### src/hdl/aem_pkg.sv
// Shared types and constants for the minimum-extracting value store.
package aem_pkg;

    // Default number of entries in the store.
    localparam int AEM_DEPTH = 64;

    // Width of one stored word.
    localparam int AEM_DATA_W = 32;

    // Command codes carried by an input word.
    typedef enum logic [1:0] {
        CMD_APPEND = 2'd0,
        CMD_DUMP   = 2'd1,
        CMD_REMOVE = 2'd2
    } t_cmd;

    // Result kind codes.
    localparam logic KIND_DUMP = 1'b0;
    localparam logic KIND_MIN  = 1'b1;

endpackage

### src/hdl/aem_ram.sv
// Generic single-write, single-read RAM with a registered read port.
module aem_ram #(
    parameter int WIDTH = 32,
    parameter int DEPTH = 64
) (
    input  logic                     i_clk,
    input  logic                     i_wr_en,
    input  logic [$clog2(DEPTH)-1:0] i_wr_addr,
    input  logic [WIDTH-1:0]         i_wr_data,
    input  logic                     i_rd_en,
    input  logic [$clog2(DEPTH)-1:0] i_rd_addr,
    output logic [WIDTH-1:0]         o_rd_data
);

    logic [WIDTH-1:0] r_mem [DEPTH];
    logic [WIDTH-1:0] r_rd_data;

    // Write port.
    always_ff @(posedge i_clk) begin
        if (i_wr_en) begin
            r_mem[i_wr_addr] <= i_wr_data;
        end
    end

    // Read port; the data holds when no read is issued.
    always_ff @(posedge i_clk) begin
        if (i_rd_en) begin
            r_rd_data <= r_mem[i_rd_addr];
        end
    end

    assign o_rd_data = r_rd_data;

endmodule

### src/hdl/array_extract_minimum.sv
// Ordered store of signed words: append, dump in order, and remove the minimum.
//
// The block keeps up to DEPTH signed 32-bit words in one RAM with a registered
// read, plus an occupancy count. An append word produces no result; with
// start_new set it empties the store first, and once the store is full
// further appends are dropped. A dump produces one result per stored word, in
// order, with last set on the final one; each word is read, captured in the
// pending register and handed off to the output register, and the next read
// waits while a result is pending. A remove reads the stored words one per
// cycle to find the smallest (the earliest on ties), then moves each word
// behind it down one place at one word per cycle. Both walks are paced by the
// single RAM read port, which serves one word per cycle. Dump and remove on an
// empty store produce nothing. The output register lets the next input word be
// taken while a result waits.
module array_extract_minimum
    import aem_pkg::*;
#(
    parameter int DEPTH = AEM_DEPTH
) (
    input  logic                         i_clk,
    input  logic                         i_rst_n,
    input  logic                         i_valid,
    output logic                         o_ready,
    input  logic [1:0]                   i_cmd,
    input  logic                         i_start_new,
    input  logic signed [AEM_DATA_W-1:0] i_data_in,
    output logic                         o_valid,
    input  logic                         i_ready,
    output logic signed [AEM_DATA_W-1:0] o_data_out,
    output logic                         o_kind,
    output logic                         o_last
);

    localparam int CNT_W  = $clog2(DEPTH + 1);
    localparam int ADDR_W = $clog2(DEPTH);

    typedef enum logic [4:0] {
        S_IDLE    = 5'b00001,
        S_DUMP_RD = 5'b00010,
        S_DUMP_WR = 5'b00100,
        S_SCAN    = 5'b01000,
        S_SHIFT   = 5'b10000
    } t_state;

    t_state r_state, n_state;

    logic [CNT_W-1:0]  r_count;
    logic [CNT_W-1:0]  r_idx;
    logic [CNT_W-1:0]  n_count;
    logic [CNT_W-1:0]  append_base;

    // Scan and shift pipeline tracking.
    logic              r_rv;
    logic [ADDR_W-1:0] r_ridx;
    logic              r_wv;
    logic [ADDR_W-1:0] r_widx;
    logic signed [AEM_DATA_W-1:0] r_best;
    logic [ADDR_W-1:0] r_pos;

    // Pending result, waiting for the output register.
    logic                         r_pend;
    logic signed [AEM_DATA_W-1:0] r_pd_data;
    logic                         r_pd_kind;
    logic                         r_pd_last;
    logic                         pend_set;
    logic                         pend_drain;

    // Output register.
    logic                         r_out_valid;
    logic signed [AEM_DATA_W-1:0] r_out_data;
    logic                         r_out_kind;
    logic                         r_out_last;

    // RAM controls.
    logic                  ram_wr_en;
    logic [ADDR_W-1:0]     ram_wr_addr;
    logic [AEM_DATA_W-1:0] ram_wr_data;
    logic                  ram_rd_en;
    logic [ADDR_W-1:0]     ram_rd_addr;
    logic [AEM_DATA_W-1:0] ram_rd_data;

    logic accept;
    logic scan_done;
    logic shift_done;
    logic dump_last;

    assign o_ready     = (r_state == S_IDLE) && !r_pend;
    assign accept      = i_valid && o_ready;
    assign append_base = i_start_new ? '0 : r_count;
    assign scan_done   = (r_state == S_SCAN) && (r_idx == r_count) && !r_rv;
    assign shift_done  = (r_state == S_SHIFT) && (r_idx == r_count) && !r_wv;
    assign dump_last   = (r_idx == r_count - CNT_W'(1));
    assign pend_drain  = r_pend && (!r_out_valid || i_ready);
    assign pend_set    = (r_state == S_DUMP_WR) || scan_done;

    aem_ram #(
        .WIDTH (AEM_DATA_W),
        .DEPTH (DEPTH)
    ) u_ram (
        .i_clk     (i_clk),
        .i_wr_en   (ram_wr_en),
        .i_wr_addr (ram_wr_addr),
        .i_wr_data (ram_wr_data),
        .i_rd_en   (ram_rd_en),
        .i_rd_addr (ram_rd_addr),
        .o_rd_data (ram_rd_data)
    );

    // Next state, count and RAM access selection.
    always_comb begin
        n_state     = r_state;
        n_count     = r_count;
        ram_wr_en   = 1'b0;
        ram_wr_addr = r_widx - ADDR_W'(1);
        ram_wr_data = ram_rd_data;
        ram_rd_en   = 1'b0;
        ram_rd_addr = r_idx[ADDR_W-1:0];
        unique case (r_state)
            S_IDLE: begin
                if (accept) begin
                    case (i_cmd)
                        CMD_APPEND: begin
                            n_count = append_base;
                            if (append_base != CNT_W'(DEPTH)) begin
                                ram_wr_en   = 1'b1;
                                ram_wr_addr = append_base[ADDR_W-1:0];
                                ram_wr_data = i_data_in;
                                n_count     = append_base + CNT_W'(1);
                            end
                        end
                        CMD_DUMP: begin
                            if (r_count != '0) begin
                                n_state = S_DUMP_RD;
                            end
                        end
                        CMD_REMOVE: begin
                            if (r_count != '0) begin
                                n_state = S_SCAN;
                            end
                        end
                        default: begin
                        end
                    endcase
                end
            end
            S_DUMP_RD: begin
                if (!r_pend) begin
                    ram_rd_en = 1'b1;
                    n_state   = S_DUMP_WR;
                end
            end
            S_DUMP_WR: begin
                n_state = dump_last ? S_IDLE : S_DUMP_RD;
            end
            S_SCAN: begin
                ram_rd_en = (r_idx != r_count);
                if (scan_done) begin
                    n_state = S_SHIFT;
                end
            end
            S_SHIFT: begin
                ram_rd_en = (r_idx != r_count);
                ram_wr_en = r_wv;
                if (shift_done) begin
                    n_count = r_count - CNT_W'(1);
                    n_state = S_IDLE;
                end
            end
            default: begin
                n_state = S_IDLE;
            end
        endcase
    end

    // Control registers.
    always_ff @(posedge i_clk) begin
        if (!i_rst_n) begin
            r_state     <= S_IDLE;
            r_count     <= '0;
            r_rv        <= 1'b0;
            r_wv        <= 1'b0;
            r_pend      <= 1'b0;
            r_out_valid <= 1'b0;
        end else begin
            r_state <= n_state;
            r_count <= n_count;
            r_rv    <= (r_state == S_SCAN) && ram_rd_en;
            r_wv    <= (r_state == S_SHIFT) && ram_rd_en;
            if (pend_set) begin
                r_pend <= 1'b1;
            end else if (pend_drain) begin
                r_pend <= 1'b0;
            end
            if (!r_out_valid || i_ready) begin
                r_out_valid <= r_pend;
            end
        end
    end

    // Read index: walks the store for dump, scan and shift.
    always_ff @(posedge i_clk) begin
        if (accept) begin
            r_idx <= '0;
        end else if ((r_state == S_DUMP_WR) && !dump_last) begin
            r_idx <= r_idx + CNT_W'(1);
        end else if (scan_done) begin
            r_idx <= CNT_W'(r_pos) + CNT_W'(1);
        end else if ((r_state == S_SCAN || r_state == S_SHIFT) && ram_rd_en) begin
            r_idx <= r_idx + CNT_W'(1);
        end
    end

    // Minimum search: keep the first smallest word and its position.
    always_ff @(posedge i_clk) begin
        r_ridx <= r_idx[ADDR_W-1:0];
        r_widx <= r_idx[ADDR_W-1:0];
        if (r_rv) begin
            if ((r_ridx == '0) || ($signed(ram_rd_data) < r_best)) begin
                r_best <= $signed(ram_rd_data);
                r_pos  <= r_ridx;
            end
        end
    end

    // Pending result capture.
    always_ff @(posedge i_clk) begin
        if (r_state == S_DUMP_WR) begin
            r_pd_data <= $signed(ram_rd_data);
            r_pd_kind <= KIND_DUMP;
            r_pd_last <= dump_last;
        end else if (scan_done) begin
            r_pd_data <= r_best;
            r_pd_kind <= KIND_MIN;
            r_pd_last <= 1'b1;
        end
    end

    // Output register payload.
    always_ff @(posedge i_clk) begin
        if (pend_drain) begin
            r_out_data <= r_pd_data;
            r_out_kind <= r_pd_kind;
            r_out_last <= r_pd_last;
        end
    end

    assign o_valid    = r_out_valid;
    assign o_data_out = r_out_data;
    assign o_kind     = r_out_kind;
    assign o_last     = r_out_last;

endmodule

### config.mk
export PLATFORM = sky130hd
export DESIGN_NAME = array_extract_minimum
export DESIGN_NICKNAME = d
export VERILOG_FILES = /design/src/hdl/aem_pkg.sv /design/src/hdl/aem_ram.sv /design/src/hdl/array_extract_minimum.sv
export SDC_FILE = /design/constraint.sdc
export NUM_CORES = 2
export LEC_CHECK = 0
export ABC_AREA = 0
export BUFFER_PORTS_ARGS = -buffer_cell sky130_fd_sc_hd__buf_4
export CORE_UTILIZATION = 50
export DETAILED_ROUTE_END_ITERATION = 10
export PLACE_DENSITY = 0.66
export SLEW_MARGIN = 0
export SYNTH_ARGS = -nofsm -noshare
export SYNTH_HDL_FRONTEND = slang
export SYNTH_SLANG_ARGS = --single-unit
### constraint.sdc
create_clock -name i_clk -period 7.4 [get_ports i_clk]
set_input_delay 1.48 -clock i_clk [delete_from_list [all_inputs] [get_ports i_clk]]
set_output_delay 1.48 -clock i_clk [all_outputs]
set_load 0.05 [all_outputs]
# [Yosys cells after proc, flatten, opt, wreduce, memory -nomap -nowiden]
# Memories as Yosys holds them, arrays and structs flattened. A register that Yosys moved wholly into a read port is not among the register bits.
# Cells that the tools add are included.
[word_totals] register_bits=135 mem_bits_rw=2048 in_bits=39 word_cells=113 memories=1
[memory_table] name="u_ram.r_mem" depth=64 width=32 read_ports=1 rd_clocked_by_memory_dff=1 write_ports=1 line="aem_ram.sv:15" rtl="logic [WIDTH-1:0] r_mem [DEPTH];"
[classes] add_sub_neg=5 n_lt_le_gt_ge=1 eq_ne=19 muxes=40 n_reduce_logical=31
[op_table] operator="2-to-1 mux 32 bit" count=6
[op_table] operator="2-to-1 mux 7 bit" count=8
[op_table] operator="< comparator 32 bit" count=1
[op_table] operator="2-to-1 mux 5 bit" count=6
[op_table] operator="case mux 5 bit (5 select lines)" count=1
[op_table] operator="2-to-1 mux 6 bit" count=4
[op_table] operator="adder 7 x 1 -> 7 bit, second input constant" count=2
[op_table] operator="== test 7 bit" count=2
[op_table] operator="case mux 7 bit (2 select lines)" count=1
[op_table] operator="logical AND 1 bit" count=11
[op_table] operator="2-to-1 mux 1 bit" count=10
[op_table] operator="case mux 5 bit (2 select lines)" count=1
[op_table] operator="inequality test 2 bit, second input constant" count=4
[op_table] operator="adder 6 x 1 -> 7 bit, second input constant" count=1
[op_table] operator="inequality test 7 bit" count=1
[op_table] operator="inequality test 7 bit, second input constant" count=1
[op_table] operator="AND reduction 7 bit" count=1
[op_table] operator="nonzero test 7 bit" count=1
[op_table] operator="subtractor 7 x 1 -> 7 bit, second input constant" count=1
[op_table] operator="zero test 6 bit" count=1
[op_table] operator="inequality test 3 bit, second input constant" count=2
[op_table] operator="nonzero test 2 bit" count=3
[op_table] operator="subtractor 6 x 1 -> 6 bit, second input constant" count=1
[op_table] operator="== test 5 x 1 -> 1 bit, second input constant" count=1
[op_table] operator="other kinds (17)" count=25

# [Longest topological paths before layout]
[depth] ltp_word=8 depth_mapped=12

# [By module]
# From an unflattened synthesis, not the netlist that was laid out.
[hier_totals] hier_cells=3941 area_unflattened_um2=85648.4
[by_module_without_submodules] module="aem_ram" instances=1 cells_each=3324 area_per_inst_um2=78835.6 seq_area_each_um2=62459.9
[by_module_without_submodules] module="array_extract_minimum" instances=1 cells_each=617 area_per_inst_um2=6812.8 seq_area_each_um2=3753.6

# [Least setup slack after synthesis]
# OpenSTA, ideal clock, no wires.
[synth_timing] path_type="input to register" from="in i_start_new" to="mem u_ram.r_mem[10][0] (enable)" arrival_ps=4688 required_ps=6979 slack_ps=2291 cell_stages=11 path_cell_list="clkbuf_1 -> nor2_1 -> inv_1 -> ha_1 -> nand4_1 -> and4_1 -> buf_2 -> a21oi_1 -> a31o_2 -> buf_1 -> nor2_1"
[synth_via] elab_chain_len=8 elab_cells_between_ends=12
[synth_lines] element="start, declared" line="array_extract_minimum.sv:25" rtl="input logic i_start_new,"
[synth_lines] element="2-to-1 mux 7 bit (*)" line="array_extract_minimum.sv:89" rtl="assign append_base = i_start_new ? '0 : r_count;"
[synth_lines] element="inequality test 7 bit" line="array_extract_minimum.sv:124" rtl="if (append_base != CNT_W'(DEPTH)) begin"
[synth_lines] element="2-to-1 mux 1 bit" line="array_extract_minimum.sv:124"
[synth_lines] element="2-to-1 mux 1 bit" line="array_extract_minimum.sv:121" rtl="case (i_cmd)"
[synth_lines] element="2-to-1 mux 1 bit" line="array_extract_minimum.sv:120" rtl="if (accept) begin"
[synth_lines] element="case mux 1 bit (2 select lines)" line="array_extract_minimum.sv:118" rtl="unique case (r_state)"
[synth_lines] element="2-to-1 mux 1 bit" line="aem_ram.sv:20" rtl="if (i_wr_en) begin"
[synth_lines] element="2-to-1 mux 1 bit (implied by the code)" line="aem_ram.sv:21" rtl="r_mem[i_wr_addr] <= i_wr_data;"
[synth_lines] element="end, declared" line="aem_ram.sv:15"
# Every way passes the cells marked *; elsewhere a longest branch is shown, timed or not.

# [Worst setup path after layout]
[layout_timing] from="in i_start_new" to="mem u_ram.r_mem[6][26] (enable)"
# Same word-level chain as after synthesis.

==> impl_metrics.toml <==
[worst_hold_path]
hold_path.class = "flop to flop"
min_path_cells = 0

[sta]
setup_viol = 0
rsz0062_at_grt = "no"
final_max_slew_viol_count = 0
period_share_pct = 66.8
period_needed_ns = 4.94
fin_setup_tns_ns = 0
slew_headroom_pct = 13.3
finClkSkew_ns = 0.0417
tightestPinTransition_ns = 1.30
fmax_mhz = 202
hold_violations = 0

[logic_synthesis]
synthCells = 3883
synth-main-ff-cell = "edfxtp_1"
synth-async-reset-ratio_pct = 0
yosysSeqAreaShare_pct = 76.8
ys_types = 68
synth_seq_cells = 2215
yosysTopAreaCell = "edfxtp_1"
synth_area_sq_mm = 0.0862
synth_warnings = 0
ys_top_cells_by_area = "edfxtp_1, mux4_2, nand2_1, dfxtp_1, mux2_2"
synth_fp_nets = 3959
synth_top_area_share_pct = 76.1
syn_area_per_cell_sq_um = 22.2
synth_edf_count = 2185

[placement]
placed_area_sq_mm = 0.0904
io_buffers = 74
place_hpwl_microns = 124000
place_congestion = 0.886

[floorplan]
ios = 75
dieHeight_microns = 417
core_sq_mm = 0.171
start_util_pct = 50.3
die_x_microns = 417
dieArea_sq_mm = 0.174
rows = 152

[setup_path]
cpPeakStageDelay_ns = 0.97
startpoint_type = "primary input"
crit_required_ns = 7.93
worstPathArrival_ns = 5.48
cp-end-kind = "flop"
critical-path-slowest-cell = "nor2_4"
crit_top_cell = "buf_4"
criticalPathCategory = "primary input to flop"
r2r_cells = 10
worstPathCellList = "buf_4, nor2_1, inv_1, ha_1, nand4_1, nand3_1, nor4_1, o21ai_1, nor2_4, buf_4"
path_max_fanout = 24

[power_and_ir_drop]
ir_drop_uv = 256
combPwrFrac_pct = 11.4
switchingPower_mw = 6.76
p_total_mw = 28.5
p_per_area_mw_per_mm2 = 292
p_int_mw = 21.7
clock_power_share_pct = 38.2
p_leak_nw = 29.6
switching_share_pct = 23.7
power.share.sequential_pct = 50.4

[clock_tree]
clk_pin_slew_worst_paths_ns = 0.06
cts.repair.resized = 0
root_buffer = "clkbuf_16"
cts_buffer_depth = 3
numCtsBuffers = 212
tritoncts = "done"
clkSinkCount = 2215
clk_latency_ns = 0.87
hold_buffers = 0
post-cts-setup-buffers = 0
htree_levels = 4

[global_routing]
grt_pass1_vias = 40600
grt_max_degree = 96
grt_pass1_wl_microns = 299000
antenna_found_initial = 4
grt_overflow = 0
grtUsageTotal_pct = 24.2

[detailed_routing]
wl_microns = 208000
drtIter0Drc = 5363
ant_nets = 0
drc = 0
via_per_inst = 6.21
num_vias = 40900
post_drt_wl_per_cell_microns = 31.6
first_pass_iters = 6

[flow_run]
maxCapViolCount = 0

[finish]
final_nets = 4176
drive_above_1_share_pct = 30.2
area_growth_syn_to_layout_pct = 13.0
layout_commonest_cell = "edfxtp_1"
fin_area_sq_mm = 0.0974
nFillCells = 12300
layout_common_cells = "edfxtp_1, mux4_2, clkbuf_16, buf_4, nand2_1"

[run_status]
status = "finished, final reports clean"
-- power by group through the flow --
| stage | clock (mW) | sequential, mW | combinational (mW) |
|---|---|---|---|
| finish | 10.9 | 14.3 | 3.25 |
| global route | 11.5 | 14.3 | 3.45 |
| CTS | 11.0 | 14.3 | 3.31 |
| detailed placement | 0 | 14.6 | 3.30 |
| global placement | 0 | 14.6 | 3.26 |
| floorplan | 0 | 14.6 | 2.14 |
-- critical path: cells and delay by family --
kind / cells / cell delay (ns)
AO/OA/AOI/OAI: 1 / 0.40
adder cells (fa/ha/maj): 1 / 0.25
buffers and inverters: 3 / 0.78
AND/OR/NAND/NOR: 5 / 2.53
-- layout make-up --
type,instances,area [sq um],share of cell area (%)
clock inverters,134,1550,1.59
flip-flops and latches,2215,66200,68.0
diodes,1,2.50,0.00257
clock buffers,254,5460,5.61
well taps,2310,2890,2.97
repair buffers,206,1620,1.66
multi-input cells,1416,19500,20.0
inverters,49,184,0.189
-- kinds of logic after synthesis --
| logic type | Yosys count | synth area share, % |
|---|---|---|
| AND/OR/NAND/NOR | 467 | 2.48 |
| buffers and inverters | 252 | 1.28 |
| XOR/XNOR | 23 | 0.234 |
| flip-flops | 2215 | 76.8 |
| adder cells (fa/ha/maj) | 37 | 0.537 |
| AO/OA/AOI/OAI | 200 | 1.50 |
| multiplexers | 689 | 17.2 |
-- stage by stage --
stage	worst slack, ns	std cells	utilization [%]	hold WS (ns)
floorplan	2.29	3883	-	0.326
global placement	1.75	6196	52.8	0.402
detailed placement	1.69	6196	52.8	0.405
CTS	2.60	6584	56.9	0.419
global route	2.29	6584	56.9	0.422
finish	2.46	6585	56.9	0.418
-- flip-flops by register name, indices dropped and copies added, names as in the netlist, 5 cells and up --
name and count:
u_ram.r_mem 2048, o_data_out 32, r_best 32, r_pd_data 32
u_ram.o_rd_data 32, r_count 7, r_idx 7, r_pos 6
r_widx 6, r_state 5
-- routing by layer --
| metal | up-vias | part of all wire (%) | track usage (%) |
|---|---|---|---|
| met1 | 22000 | 41 | 34.8 |
| li1 | 16800 | - | - |
| met2 | 1866 | 49 | 38.4 |
| met5 | - | 0 | 0 |
| met3 | 274 | 7.6 | 3.92 |
| met4 | 0 | 3.0 | 7.58 |
-- path summary, 6_finish.rpt --
path	start	end	slack [ns]
worst max-delay path	i_start_new	u_ram.r_mem[6][26]	2.46
worst max register to register	r_count[0]	u_ram.r_mem[6][26]	2.64
worst min-delay path	r_pd_data[25]	o_data_out[25]	0.42
worst min register to register	r_pd_data[25]	o_data_out[25]	0.42
-- synth_stat cells, types with 4 or more instances --
master	n
xor2_1	12
o211ai_1	4
buf_1	27
nand3_1	21
nand2b_1	5
ha_1	37
dfxtp_1	30
buf_2	79
nor2_1	104
inv_1	46
a32o_1	5
a21oi_1	33
mux2i_1	18
o22ai_1	5
mux2_2	44
a211oi_1	38
or3_1	6
edfxtp_1	2185
xnor2_1	11
mux4_2	627
nor2b_1	37
buf_4	9
nand4_1	12
clkbuf_1	85
a21o_1	8
o21ai_1	38
nor4_1	14
and3_1	6
nand2_1	195
o21ai_0	12
nor3b_1	4
a31oi_1	35
nor3_1	43
Power figures use the tool's default switching activity.
